<file path="config.mk">
export PLATFORM = sky130hd
export DESIGN_NAME = mtg_front
export DESIGN_NICKNAME = d
export VERILOG_FILES = /design/src/hw/rtl/mtg_pkg.sv /design/src/hw/rtl/mtg_front.sv
export SDC_FILE = /design/constraint.sdc
export NUM_CORES = 1
export LEC_CHECK = 0
export BUFFER_PORTS_ARGS = -buffer_cell sky130_fd_sc_hd__buf_2
export CAP_MARGIN = 15
export CELL_PAD_IN_SITES_DETAIL_PLACEMENT = 0
export CELL_PAD_IN_SITES_GLOBAL_PLACEMENT = 1
export CORE_MARGIN = 4
export CORE_UTILIZATION = 30
export DETAILED_ROUTE_END_ITERATION = 16
export MAX_ROUTING_LAYER = met4
export PLACE_DENSITY = 0.82
export SLEW_MARGIN = 5
export SYNTH_ARGS = -nofsm -noshare
export SYNTH_HDL_FRONTEND = slang
export SYNTH_SLANG_ARGS = --single-unit
</file>
<file path="constraint.sdc">
create_clock -name clk -period 1.69 [get_ports clk]
set_clock_uncertainty 0.05 [all_clocks]
set_input_delay 0.0845 -clock clk [delete_from_list [all_inputs] [get_ports clk]]
set_output_delay 0.0845 -clock clk [all_outputs]
set_load 0.01 [all_outputs]
</file>
<file path="src/hw/rtl/mtg_pkg.sv">
// ----------------------------------------------------------------------------
// mtg_pkg
// Shared constants and types of the MT19937 random word generator.
// ----------------------------------------------------------------------------
package mtg_pkg;

  // table geometry
  localparam int STATE_WORDS   = 624;
  localparam int MIDDLE_OFFSET = 397;
  localparam int IDX_W         = $clog2(STATE_WORDS);
  localparam int WORD_W        = 32;

  localparam logic [IDX_W-1:0] LAST_IDX  = IDX_W'(STATE_WORDS - 1);
  localparam logic [IDX_W-1:0] MID_OFFS  = IDX_W'(MIDDLE_OFFSET);
  localparam logic [IDX_W-1:0] MID_WRAP  = IDX_W'(STATE_WORDS - MIDDLE_OFFSET);

  // generator constants
  localparam logic [WORD_W-1:0] INIT_MULT  = 32'd1812433253;
  localparam logic [WORD_W-1:0] TWIST_XOR  = 32'h9908_b0df;
  localparam logic [WORD_W-1:0] TEMPER_B   = 32'h9d2c_5680;
  localparam logic [WORD_W-1:0] TEMPER_C   = 32'hefc6_0000;
  localparam logic [WORD_W-1:0] SEED_RESET = 32'd5489;

  // one draw request: word to twist and the two table words it needs
  typedef struct packed {
    logic [IDX_W-1:0] idx;
    logic [IDX_W-1:0] nxt_addr;
    logic [IDX_W-1:0] mid_addr;
  } req_t;

  // table write from the seeding sequencer
  typedef struct packed {
    logic              en;
    logic [IDX_W-1:0]  addr;
    logic [WORD_W-1:0] data;
  } mem_wr_t;

endpackage

</file>
<file path="src/hw/rtl/mtg_front.sv">
// ----------------------------------------------------------------------------
// mtg_front
// Accepts draw items, drops those without the draw bit and turns the rest
// into table requests with the index and its two partner addresses.
// ----------------------------------------------------------------------------
module mtg_front (
  input  logic          clk,
  input  logic          rst_n,
  input  logic          in_valid,
  input  logic          in_draw,
  output logic          in_stall,
  input  logic          busy,
  input  logic          q_full,
  output logic          q_push,
  output mtg_pkg::req_t q_data
);
  import mtg_pkg::*;

  logic [IDX_W-1:0] idx_r;
  logic [IDX_W-1:0] idx_nxt;
  logic             accept;

  assign in_stall = busy | q_full;
  assign accept   = in_valid & ~in_stall;
  assign q_push   = accept & in_draw;

  // partner addresses, wrapped around the table
  assign idx_nxt         = (idx_r == LAST_IDX) ? '0 : idx_r + IDX_W'(1);
  assign q_data.idx      = idx_r;
  assign q_data.nxt_addr = idx_nxt;
  assign q_data.mid_addr = (idx_r < MID_WRAP) ? idx_r + MID_OFFS : idx_r - MID_WRAP;

  // read index, cleared while the table is seeded
  always_ff @(posedge clk) begin
    if (!rst_n || busy) begin
      idx_r <= '0;
    end else if (q_push) begin
      idx_r <= idx_nxt;
    end
  end

endmodule

</file>
==> results of run 1 <==
area by class of cell:
class,instances,share of cell area
multi-input cells,116,0.5068
repair buffers,68,0.2842
flip-flops and latches,10,0.1425
well taps,44,0.03523
clock buffers,4,0.01681
inverters,6,0.01441
per-stage QoR:
step / setup WS (ns) / power, mW
floorplan: 0.002570 / 0.2569
global placement: 0.05558 / 0.2707
detailed placement: 0.02874 / 0.2711
CTS: -0.2440 / 0.4555
global route: -0.3222 / 0.4679
finish: -0.2099 / 0.4479
cells in the mapped netlist (3+ instances only):
master	number
sky130_fd_sc_hd__a21oi_1	7
sky130_fd_sc_hd__nand2_1	17
sky130_fd_sc_hd__dfxtp_1	10
sky130_fd_sc_hd__xor2_1	6
sky130_fd_sc_hd__nand3_1	13
sky130_fd_sc_hd__a211oi_1	5
sky130_fd_sc_hd__or4_1	3
sky130_fd_sc_hd__nor2_1	14
sky130_fd_sc_hd__o21ai_0	7
sky130_fd_sc_hd__inv_1	6
sky130_fd_sc_hd__buf_2	4
sky130_fd_sc_hd__xnor2_1	5
sky130_fd_sc_hd__clkbuf_1	7
critical path: stages, from the launching register on:
cell and delay [ns]:
sky130_fd_sc_hd__dfxtp_4 0.35, sky130_fd_sc_hd__buf_6 0.13, sky130_fd_sc_hd__or3_4 0.44, sky130_fd_sc_hd__maj3_2 0.31, sky130_fd_sc_hd__nand2_1 0.07, sky130_fd_sc_hd__o21ai_1 0.05
sky130_fd_sc_hd__buf_2 0.14
worst max path at each step:
stage / startpoint / endpoint / slack [ns] / cells after the start
5_1_grt: idx_r[3]$_SDFFE_PP0P_ / q_data[7] / -0.32 / 6
4_1_cts: idx_r[0]$_SDFFE_PP0P_ / q_data[6] / -0.24 / 6
2_1_floorplan: idx_r[3]$_SDFFE_PP0P_ / idx_r[9]$_SDFFE_PP0P_ / 0.003 / 6
6_report: idx_r[2]$_SDFFE_PP0P_ / q_data[6] / -0.21 / 6
3_3_place_gp: idx_r[1]$_SDFFE_PP0P_ / q_data[6] / 0.06 / 6
3_5_place_dp: idx_r[1]$_SDFFE_PP0P_ / q_data[6] / 0.03 / 6
power breakdown:
| part | internal [mW] | switching [mW] | leakage (nW) |
|---|---|---|---|
| Sequential | 0.229 | 0.000484 | 0.0869 |
| Combinational | 0.0131 | 0.0188 | 0.618 |
| Clock | 0.0916 | 0.0945 | 0.0150 |
what timing repair did:
| action | 4_1_cts | 5_1_grt |
|---|---|---|
| setup endpoints to repair | 15 | 17 |
| hold endpoints to repair | 0 | 0 |
| gates resized for setup | 14 | 26 |
| gates cloned | 1 | 0 |
| pin swaps | 11 | 14 |
| buffers inserted | 4 | 5 |
cell families after synthesis:
logic type / after synthesis
compound gates: 37
flops: 10
buf+inv: 23
xor+xnor: 11
fa+ha+maj: 2
simple gates: 65
cells in the final DEF, fill, tap and decap left out, drive strengths merged, types with 3 or more instances in the layout:
cell type,synthesis,routed
xor2,6,6
buf,9,68
o21ai,8,8
clkbuf,8,4
nor2,14,14
xnor2,5,5
nand3,13,13
or2,3,3
nand2,17,17
or3,2,3
a21oi,7,7
a211oi,5,5
nand4,3,3
inv,6,6
dfxtp,10,10
or4,3,3
metal layers:
layer,vias to the layer above,wire [um],GRT usage
met1,602,1444,0.2029
li1,635,-,-
met4,0,76,0.08031
met2,48,1720,0.2778
met3,7,182,0.01020
met5,-,0,-
==> key figures, run 1 <==
Final layout
  • Biggest registers after layout: idx_r (10)
  • Finished layout cell area: 1563 um2
  • N_diodes: 0
  • Share of cells above drive strength 1: 0.5049
  • Top reg by flops: idx_r
  • Layout area overhead: 55.54%
  • Flip-flop count of the largest register after layout: 10
  • Area taken by flip-flops and latches: between 200 and 250 um2
  • Non-filler instance count after layout: around 250
  • Area of the multi-input gates: approximately 790 um2
  • Final design utilization: 0.4996
  • Fill cell count: between 300 and 400
  • Final Net Count: 212

Timing
  • Final sum of negative setup slack: -1.014 ns
  • Maximum achievable frequency: around 530 MHz
  • Tmin final: roughly 1.9 ns
  • Post-route fraction of the period consumed by the critical path: 1.124
  • Count of endpoints failing hold in the final timing report: 0
  • Count of final setup violators: 9
  • Worst Tran Pin Value: 0.6096 ns
  • Slew HR: 0.5927
  • Setup WS post-layout: -0.2099 ns
  • Number of slew-limit violations in the final report: 0
  • Setup repair after global routing missed its margin: true
  • Worst hold margin: approximately 0.18 ns

Yosys
  • Compound-cell area share of the yosys netlist: 0.2428
  • Xor-xnor portion of the synthesized cell area: 0.09589
  • Post-synthesis mux area share: 0
  • Syn Std Cell Area: between 1000 and 1500 um2
  • Synth Instances: ~150
  • Adder-cell share of the synthesized area: 0.02242
  • Flops & latches, synth: 10
  • Cell type with the largest total area after synthesis: sky130_fd_sc_hd__dfxtp_1
  • Synthesized-area fraction occupied by and/or/nand/nor cells: 0.3288
  • Top post-synthesis cells by area: sky130_fd_sc_hd__dfxtp_1 20%, sky130_fd_sc_hd__nand3_1 6.5%, sky130_fd_sc_hd__nand2_1 6.4%
  • Average size of a mapped cell: about 6.8 um2
  • Predominant post-synthesis flop cell: sky130_fd_sc_hd__dfxtp_1
  • Sequential cell area fraction in the yosys report: 0.1993
  • Count of flip-flops with a built-in enable after synthesis: 0
  • Number of distinct library cells after synthesis: 47
  • Post-synth top area share: 0.1993
  • Combinational family with the most area after synthesis: simple AND/OR/NAND/NOR gates
  • Synth Net Count: 155
  • Async S/R FF share, synth: 0
  • Number of warnings reported in the yosys synthesis log: 0

Flow run
  • # Max-Cap Violations: 0

Min path
  • Launch point of the worst hold path: busy
  • End of the worst hold path: idx_r[3]$_SDFFE_PP0P_
  • Worst hold path depth: 4
  • Worst hold path class: in -> reg

Clock tree
  • Number of buffers created by CTS: 3
  • Clock latency on the worst-skew pair: roughly 0.28 ns
  • Clk sinks: 10
  • Clock transition at the registers of the reported paths: around 0.070 ns
  • Maximum number of buffers from clock root to sink: 2
  • CTS tree: done
  • H-Tree Level Count: 1
  • Count of hold-fix buffers inserted at cts: 0
  • Root buf cell: sky130_fd_sc_hd__clkbuf_4

Placed design
  • Number of placed instances, taps included: about 230
  • Placement-stage cell area: about 1300 um2
  • Gpl congestion: 0.8157
  • Post-detail-place hpwl: 2449 um
  • Number of buffer cells added on primary ports: 37

Outcome
  • Violations in the final reports: negative setup slack
  • Result of the run: complete, but fails checks

Detailed routing
  • Count of unresolved DRC violations after routing: 0
  • Detailed Routing Iterations Pass 1: 4
  • Count of antenna-violating nets left after detailed routing: 0
  • Number of vias per cell: 5.210
  • Total Wirelength: 3424 um
  • Vias post-DR: around 1300
  • Count of routing violations after the opening detailed-route iteration: 78
  • WL/cell: around 14 um

GRT
  • First-pass GRT wire length: between 5000 and 6000 um
  • Combined global-route utilization of all metal layers: 0.1663
  • GRT Residual Overflow: 0
  • Maximum number of pins on one net before global-route repair: 15
  • Initial antenna violation count: 0
  • Number of global-route vias before repair: about 1200

Floorplan
  • Die height: approximately 66 um
  • I/O pin count: 38
  • Cell Rows: 20
  • Die X: roughly 66 um
  • Die Footprint: between 4000 and 5000 um2
  • Effective utilization at floorplan: 0.3212
  • Core footprint: between 3000 and 4000 um2

Worst setup path
  • Critical path startpoint category: register
  • CP required: 1.56 ns
  • Endpoint class of the critical path: output port
  • Highest net fanout along the worst path: 6
  • Reg2reg path depth: 6
  • CP arrival: around 1.8 ns
  • RR Endpoint: idx_r[9]$_SDFFE_PP0P_
  • Classification of the worst setup path: reg -> out
  • Setup slack of the most critical reg-to-reg path: -0.03 ns
  • Reg-to-reg startpoint: idx_r[1]$_SDFFE_PP0P_

Power
  • Leakage: slightly above 0.7 nW
  • Worst VDD drop: ~0.27 mV
  • Pwr per Cell Area: roughly 290 nW/um2
No activity file was read; power rests on OpenSTA's default activity.
==> run 2, diff against run 1 <==
--- a/config.mk
+++ b/config.mk
@@ -9,6 +9,7 @@
 export CAP_MARGIN = 15
 export CELL_PAD_IN_SITES_DETAIL_PLACEMENT = 0
 export CELL_PAD_IN_SITES_GLOBAL_PLACEMENT = 1
+export CORE_ASPECT_RATIO = 0.7
 export CORE_MARGIN = 4
 export CORE_UTILIZATION = 30
 export DETAILED_ROUTE_END_ITERATION = 16
==> key figures, run 2 (synthesized netlist as in run 1, its figures left out) <==
Timing
  • Setup WS post-layout: -0.1456 ns (+0.06424 ns)
  • Setup repair after global routing missed its margin: true
  • Worst hold margin: 0.2779 ns (+0.1004 ns)
  • Number of slew-limit violations in the final report: 0 (unchanged)
  • Worst Tran Pin Value: 0.3873 ns (-0.2224 ns)
  • Post-route fraction of the period consumed by the critical path: 1.086 (-0.03801)
  • Count of endpoints failing hold in the final timing report: 0 (unchanged)
  • Maximum achievable frequency: 544.8 MHz (+3.5%)
  • Tmin final: 1.836 ns (-0.06424 ns)
  • Count of final setup violators: 9 (unchanged)
  • Slew HR: 0.7418 (+0.1491)

Final layout
  • Area taken by flip-flops and latches: 217.7 um2 (-2.2%)
  • Commonest cells after routing, fill and taps aside: 37 x sky130_fd_sc_hd__buf_2, 24 x sky130_fd_sc_hd__buf_4, 15 x sky130_fd_sc_hd__nand2_1
  • Area of the multi-input gates: 849.6 um2 (+7.3%)
  • Layout area overhead: 60.77%
  • Most frequent standard cell in the layout excluding fill and tap cells: sky130_fd_sc_hd__buf_2
  • Final design utilization: 0.5063 (+0.006675)
  • Biggest registers after layout: idx_r (10)
  • Flip-flop count of the largest register after layout: 10 (unchanged)
  • N_diodes: 0 (unchanged)
  • Share of cells above drive strength 1: 0.5123 (+0.007413)
  • Top reg by flops: idx_r
  • Final Net Count: 211 (-0.47%)
  • Fill cell count: 314 (unchanged)

Worst setup path
  • Critical path depth: 6 (unchanged)
  • Delay of the slowest cell on the worst path: 0.46 ns (+0.02 ns)
  • Critical-path top delay cell: sky130_fd_sc_hd__a2111o_1
  • Worst path top cell family by delay: compound AO/OA/AOI/OAI gates
  • Critical-path cell list: buf_6 -> a2111o_1 -> nand2_1 -> a21boi_1 -> a311oi_1 -> buf_2
  • CP arrival: 1.70 ns (-0.07 ns)
  • Count of buffering cells on the critical path with inverters included: 2 (unchanged)
  • RR Endpoint: idx_r[5]$_SDFFE_PP0P_
  • Setup slack of the most critical reg-to-reg path: -0.01 ns (+0.02 ns)
  • Endpoint class of the critical path: output port
  • Endpoint of the worst setup timing path: q_data[7]
  • Reg2reg path depth: 7 (+1)
  • Classification of the worst setup path: reg -> out
  • CP required: 1.56 ns (about the same)
  • Highest net fanout along the worst path: 4 (-2)
  • Launching instance or port of the critical path: idx_r[1]$_SDFFE_PP0P_
  • Critical path startpoint category: register
  • Reg-to-reg startpoint: idx_r[1]$_SDFFE_PP0P_

Placed design
  • Number of buffer cells added on primary ports: 37 (unchanged)
  • Post-detail-place hpwl: 2507 um (+2.4%)
  • Gpl congestion: 0.8892 (+9.0%)

Detailed routing
  • Number of vias per cell: 5.365 (+3.0%)
  • Vias post-DR: 1293 (+0.077%)
  • Detailed Routing Iterations Pass 1: 4 (unchanged)
  • Count of antenna-violating nets left after detailed routing: 0 (unchanged)
  • Count of unresolved DRC violations after routing: 0 (unchanged)
  • Total Wirelength: 3486 um (+1.8%)
  • WL/cell: 14.46 um (+4.8%)
  • Count of routing violations after the opening detailed-route iteration: 85 (+9.0%)

Outcome
  • Result of the run: complete, but fails checks
  • Violations in the final reports: negative setup slack

Clock tree
  • Clk sinks: 10 (unchanged)
  • Number of buffers created by CTS: 3 (unchanged)
  • H-Tree Level Count: 1 (unchanged)
  • Clock transition at the registers of the reported paths: 0.05 ns (-0.02 ns)
  • Clock latency on the worst-skew pair: 0.24 ns (-0.04 ns)
  • Maximum number of buffers from clock root to sink: 2 (unchanged)
  • CTS tree: done
  • Count of hold-fix buffers inserted at cts: 0 (unchanged)
  • Root buf cell: sky130_fd_sc_hd__clkbuf_8

GRT
  • Combined global-route utilization of all metal layers: 0.1609 (-0.005440)
  • Maximum number of pins on one net before global-route repair: 15 (unchanged)
  • Number of global-route vias before repair: 1173 (-1.8%)
  • GRT Residual Overflow: 0 (unchanged)
  • First-pass GRT wire length: 5589 um (+1.1%)
  • Initial antenna violation count: 0 (unchanged)

Floorplan
  • Die X: 77.17 um (+17%)
  • Core footprint: 3191 um2 (+2.0%)
  • Cell Rows: 17 (-15%)
  • Effective utilization at floorplan: 0.3149 (-0.006298)
  • Die height: 56.42 um (-14%)
  • I/O pin count: 38 (unchanged)
  • Die Footprint: 4354 um2 (+0.35%)

Min path
  • Worst hold path class: in -> reg

Flow run
  • # Max-Cap Violations: 0 (unchanged)

Power
  • Leakage: 0.7439 nW (+3.4%)
  • Pwr per Cell Area: 325.4 nW/um2 (+14%)
  • Worst VDD drop: 0.2603 mV (-3.7%)
[run 2: cell count changes in the layout (fill, tap and decap cells not counted), moves of 2 or more]
cell | previous run | this run
sky130_fd_sc_hd__nand2_2 | 0 | 2
sky130_fd_sc_hd__o21ai_1 | 3 | 1
sky130_fd_sc_hd__clkbuf_4 | 3 | 0
sky130_fd_sc_hd__nor2_2 | 3 | 1
sky130_fd_sc_hd__dfxtp_1 | 0 | 2
sky130_fd_sc_hd__clkbuf_8 | 0 | 3
sky130_fd_sc_hd__nand2_1 | 17 | 15
sky130_fd_sc_hd__and3_4 | 0 | 2
[run 2: layer usage]
| layer | track usage | vias up | part of all wire | wire [um] |
|---|---|---|---|---|
| li1 | - | 636 | - | - |
| met1 | 0.2075 | 607 | 0.46 | 1587 |
| met2 | 0.2399 | 44 | 0.46 | 1620 |
| met3 | 0.04487 | 6 | 0.063 | 218 |
| met4 | 0.05838 | 0 | 0.017 | 59 |
| met5 | - | - | 0 | 0 |
[run 2: how the worst min path moves through the flow]
stage,start,endpoint,slack (ns),depth (start not counted)
3_5_place_dp,q_full,in_stall,0.41,3
6_report,busy,idx_r[7]$_SDFFE_PP0P_,0.28,5
3_3_place_gp,q_full,in_stall,0.40,3
5_1_grt,busy,idx_r[6]$_SDFFE_PP0P_,0.30,5
4_1_cts,busy,idx_r[6]$_SDFFE_PP0P_,0.28,5
2_1_floorplan,busy,in_stall,0.22,1
[run 2: per-stage QoR]
stage / instance area, um2 / power, mW / TNS (ns) / worst slack, ns / instances
finish: 1615 / 0.5256 / -0.7451 / -0.1456 / 241
detailed placement: 1340 / 0.2727 / 0 / 0.04611 / 228
floorplan: 1037 / 0.2569 / 0 / 0.002570 / 148
CTS: 1461 / 0.5295 / -0.9129 / -0.1731 / 237
global route: 1615 / 0.5536 / -1.462 / -0.2222 / 241
global placement: 1340 / 0.2716 / 0 / 0.05395 / 228
[run 2: where the power goes]
part | total [mW] | internal (mW) | switching (mW)
Sequential | 0.233 | 0.232 | 0.000444
Combinational | 0.0336 | 0.0141 | 0.0194
Clock | 0.259 | 0.165 | 0.0943
Total | 0.526 | 0.411 | 0.114
[run 2: layout make-up]
class | instances | share of cell area
Tap cell | 38 | 0.02943
Inverter | 6 | 0.01394
Timing Repair Buffer | 67 | 0.2680
Multi-Input combinational cell | 116 | 0.5259
Sequential cell | 10 | 0.1348
Clock buffer | 4 | 0.02789
[run 2: repair_timing]
| item | 4_1_cts | 5_1_grt |
|---|---|---|
| pin swaps | 7 | 16 |
| gates cloned | 1 | 0 |
| endpoints found under the setup margin | 15 | 16 |
| gates resized for setup | 12 | 32 |
| buffers inserted | 4 | 4 |
[run 2: worst reg2reg max path: cells and delay by family, from the launching register on]
family | cells | cell delay [ns]
and+or+nand+nor | 4 | 0.93
DFF | 1 | 0.35
buffers and inverters | 3 | 0.33
==> run 3, diff against run 2 <==
--- a/config.mk
+++ b/config.mk
@@ -10,7 +10,6 @@
 export CELL_PAD_IN_SITES_DETAIL_PLACEMENT = 0
 export CELL_PAD_IN_SITES_GLOBAL_PLACEMENT = 1
 export CORE_ASPECT_RATIO = 0.7
-export CORE_MARGIN = 4
 export CORE_UTILIZATION = 30
 export DETAILED_ROUTE_END_ITERATION = 16
 export MAX_ROUTING_LAYER = met4
==> key figures, run 3 (synthesized netlist as in run 1, its figures left out) <==
Flow run
  • # Max-Cap Violations: 0 (unchanged)

Placed design
  • Gpl congestion: 0.8352 (-6.1%)
  • Number of placed instances, taps included: 229 (+0.44%)
  • Setup WS pre-CTS: 0.01342 ns (-0.03269 ns)
  • Post-detail-place hpwl: 2475 um (-1.3%)
  • Number of buffer cells added on primary ports: 37 (unchanged)

Power
  • Leakage: 0.7777 nW (+4.5%)
  • Part of the total power dissipated in sequential elements: 0.403 (-0.039)
  • Combinational power share: 0.059 (-0.005)
  • Pwr per Cell Area: 341.7 nW/um2 (+5.0%)
  • Total chip power: 579.8 uW (+10%)
  • Clock share of power: 0.538 (+0.044)
  • Fraction of power spent switching nets: 0.2170 (about the same)
  • Cell internal power dissipation: 453.9 uW (+10%)
  • Worst VDD drop: 0.2942 mV (+13%)
  • Switching component of the power: 125.8 uW (+10%)

Clock tree
  • Clock latency on the worst-skew pair: 0.24 ns (about the same)
  • Clock transition at the registers of the reported paths: 0.05 ns (about the same)
  • CTS tree: done
  • Root buf cell: sky130_fd_sc_hd__clkbuf_8
  • Number of buffers created by CTS: 3 (unchanged)
  • H-Tree Level Count: 1 (unchanged)
  • Maximum number of buffers from clock root to sink: 2 (unchanged)
  • Count of hold-fix buffers inserted at cts: 0 (unchanged)
  • Clk sinks: 10 (unchanged)

Detailed routing
  • Count of unresolved DRC violations after routing: 0 (unchanged)
  • Count of antenna-violating nets left after detailed routing: 0 (unchanged)
  • Vias post-DR: 1347 (+4.2%)
  • Detailed Routing Iterations Pass 1: 6 (+2)
  • Number of vias per cell: 5.476 (+2.1%)
  • WL/cell: 14.42 um (-0.32%)
  • Total Wirelength: 3547 um (+1.7%)
  • Count of routing violations after the opening detailed-route iteration: 114 (+34%)

GRT
  • Combined global-route utilization of all metal layers: 0.1969 (+0.03603)
  • Initial antenna violation count: 0 (unchanged)
  • M1 GR Usage: 0.2322 (+0.02467)
  • Global routing usage on met3: 0.04217 (-0.002703)
  • Number of global-route vias before repair: 1194 (+1.8%)
  • GRT Residual Overflow: 0 (unchanged)
  • Busiest grt layer: met2
  • M2 GR Usage: 0.3508 (+0.1109)
  • First-pass GRT wire length: 5368 um (-4.0%)
  • Maximum number of pins on one net before global-route repair: 13 (-2)

Final layout
  • N_diodes: 0 (unchanged)
  • Final Net Count: 216 (+2.4%)
  • Layout area overhead: 68.87%
  • Area taken by flip-flops and latches: 216.5 um2 (-0.57%)
  • Biggest registers after layout: idx_r (10)
  • Top reg by flops: idx_r
  • Flip-flop count of the largest register after layout: 10 (unchanged)
  • Most frequent standard cell in the layout excluding fill and tap cells: sky130_fd_sc_hd__buf_2
  • Fill cell count: 301 (-4.1%)
  • Non-filler instance count after layout: 246 (+2.1%)
  • Commonest cells after routing, fill and taps aside: 36 x sky130_fd_sc_hd__buf_2, 28 x sky130_fd_sc_hd__buf_4, 17 x sky130_fd_sc_hd__nand2_1
  • Share of cells above drive strength 1: 0.5337 (+0.02134)
  • Area of the multi-input gates: 865.8 um2 (+1.9%)

Worst setup path
  • Endpoint class of the critical path: output port
  • Classification of the worst setup path: reg -> out
  • CP arrival: 1.73 ns (+0.03 ns)
  • Critical path startpoint category: register
  • CP required: 1.56 ns (about the same)
  • Highest net fanout along the worst path: 6 (+2)

Timing
  • Setup WS post-layout: -0.1706 ns (-0.02500 ns)
  • Number of slew-limit violations in the final report: 0 (unchanged)
  • Tmin final: 1.861 ns (+0.02500 ns)
  • Count of endpoints failing hold in the final timing report: 0 (unchanged)
  • Worst Tran Pin Value: 0.3920 ns (+0.004725 ns)
  • Maximum achievable frequency: 537.5 MHz (-1.3%)
  • Slew HR: 0.7387 (-0.003150)
  • Setup repair after global routing missed its margin: true
  • Post-route fraction of the period consumed by the critical path: 1.101 (+0.01480)
  • Count of final setup violators: 12 (+3)
  • Final sum of negative setup slack: -1.049 ns (-0.3044 ns)

Outcome
  • Result of the run: complete, but fails checks
  • Violations in the final reports: negative setup slack

Floorplan
  • I/O pin count: 38 (unchanged)
  • Cell Rows: 17 (unchanged)
  • Die Footprint: 3588 um2 (-18%)
  • Effective utilization at floorplan: 0.3170 (+0.002113)
  • Die height: 50.42 um (-11%)
  • Die X: 71.17 um (-7.8%)
  • Core footprint: 3169 um2 (-0.67%)

Min path
  • Worst hold path class: in -> reg
## run 3: cell count changes in the layout (fill, tap and decap cells not counted), sizes merged
| cell | delta |
|---|---|
| buf | +5 |
## run 3: critical path, cell delays in order (launching register included)
cell and delay, ns:
sky130_fd_sc_hd__dfxtp_4 0.36, sky130_fd_sc_hd__ha_4 0.17, sky130_fd_sc_hd__or3_4 0.38, sky130_fd_sc_hd__maj3_2 0.32, sky130_fd_sc_hd__nand2_1 0.07, sky130_fd_sc_hd__o21ai_1 0.05, sky130_fd_sc_hd__buf_2 0.13
## run 3: path summary, 6_finish.rpt
kind                                       startpoint                    end  slack (ns)  cells past startpoint
worst max-delay path            idx_r[1]$_SDFFE_PP0P_              q_data[6]       -0.17                      6
worst min-delay path                             busy  idx_r[3]$_SDFFE_PP0P_        0.25                      5
worst max register to register  idx_r[1]$_SDFFE_PP0P_  idx_r[9]$_SDFFE_PP0P_       -0.10                      7
worst min register to register  idx_r[0]$_SDFFE_PP0P_  idx_r[0]$_SDFFE_PP0P_        0.57                      2
## run 3: layout make-up
cell class / count / area share
multi-input combinational: 116 / 0.5103
timing repair buffer: 72 / 0.2883
sequential: 10 / 0.1276
clock buffer: 4 / 0.03245
tap: 38 / 0.02802
inverter: 6 / 0.01327
## run 3: power groups by stage
stage	Combinational [mW]	Clock, mW	Sequential, mW
floorplan	0.0165	0	0.240
global placement	0.0316	0	0.240
detailed placement	0.0333	0	0.240
CTS	0.0337	0.312	0.235
global route	0.0375	0.330	0.234
finish	0.0343	0.312	0.234
## run 3: per-layer routing
metal	vias up	routed length, um	part of all wire
li1	642	-	-
met1	641	1559	0.44
met2	62	1750	0.49
met3	2	206	0.058
met4	0	30	0.0085
met5	-	0	0
## run 3: per-stage QoR
step / util / hold slack (ns) / area [um2]
2_1_floorplan: - / 0.2234 / 1037
3_3_place_gp: 0.4252 / 0.3986 / 1348
3_5_place_dp: 0.4252 / 0.4033 / 1348
4_1_cts: 0.4805 / 0.2567 / 1523
5_1_grt: 0.5353 / 0.2799 / 1697
6_report: 0.5353 / 0.2519 / 1697
## run 3: what timing repair did
action,4_1_cts,5_1_grt
pin swaps,8,17
cloned,1,0
endpoints found under the hold margin,0,0
endpoints found under the setup margin,15,16
gates resized for setup,19,30
setup buffers,4,8
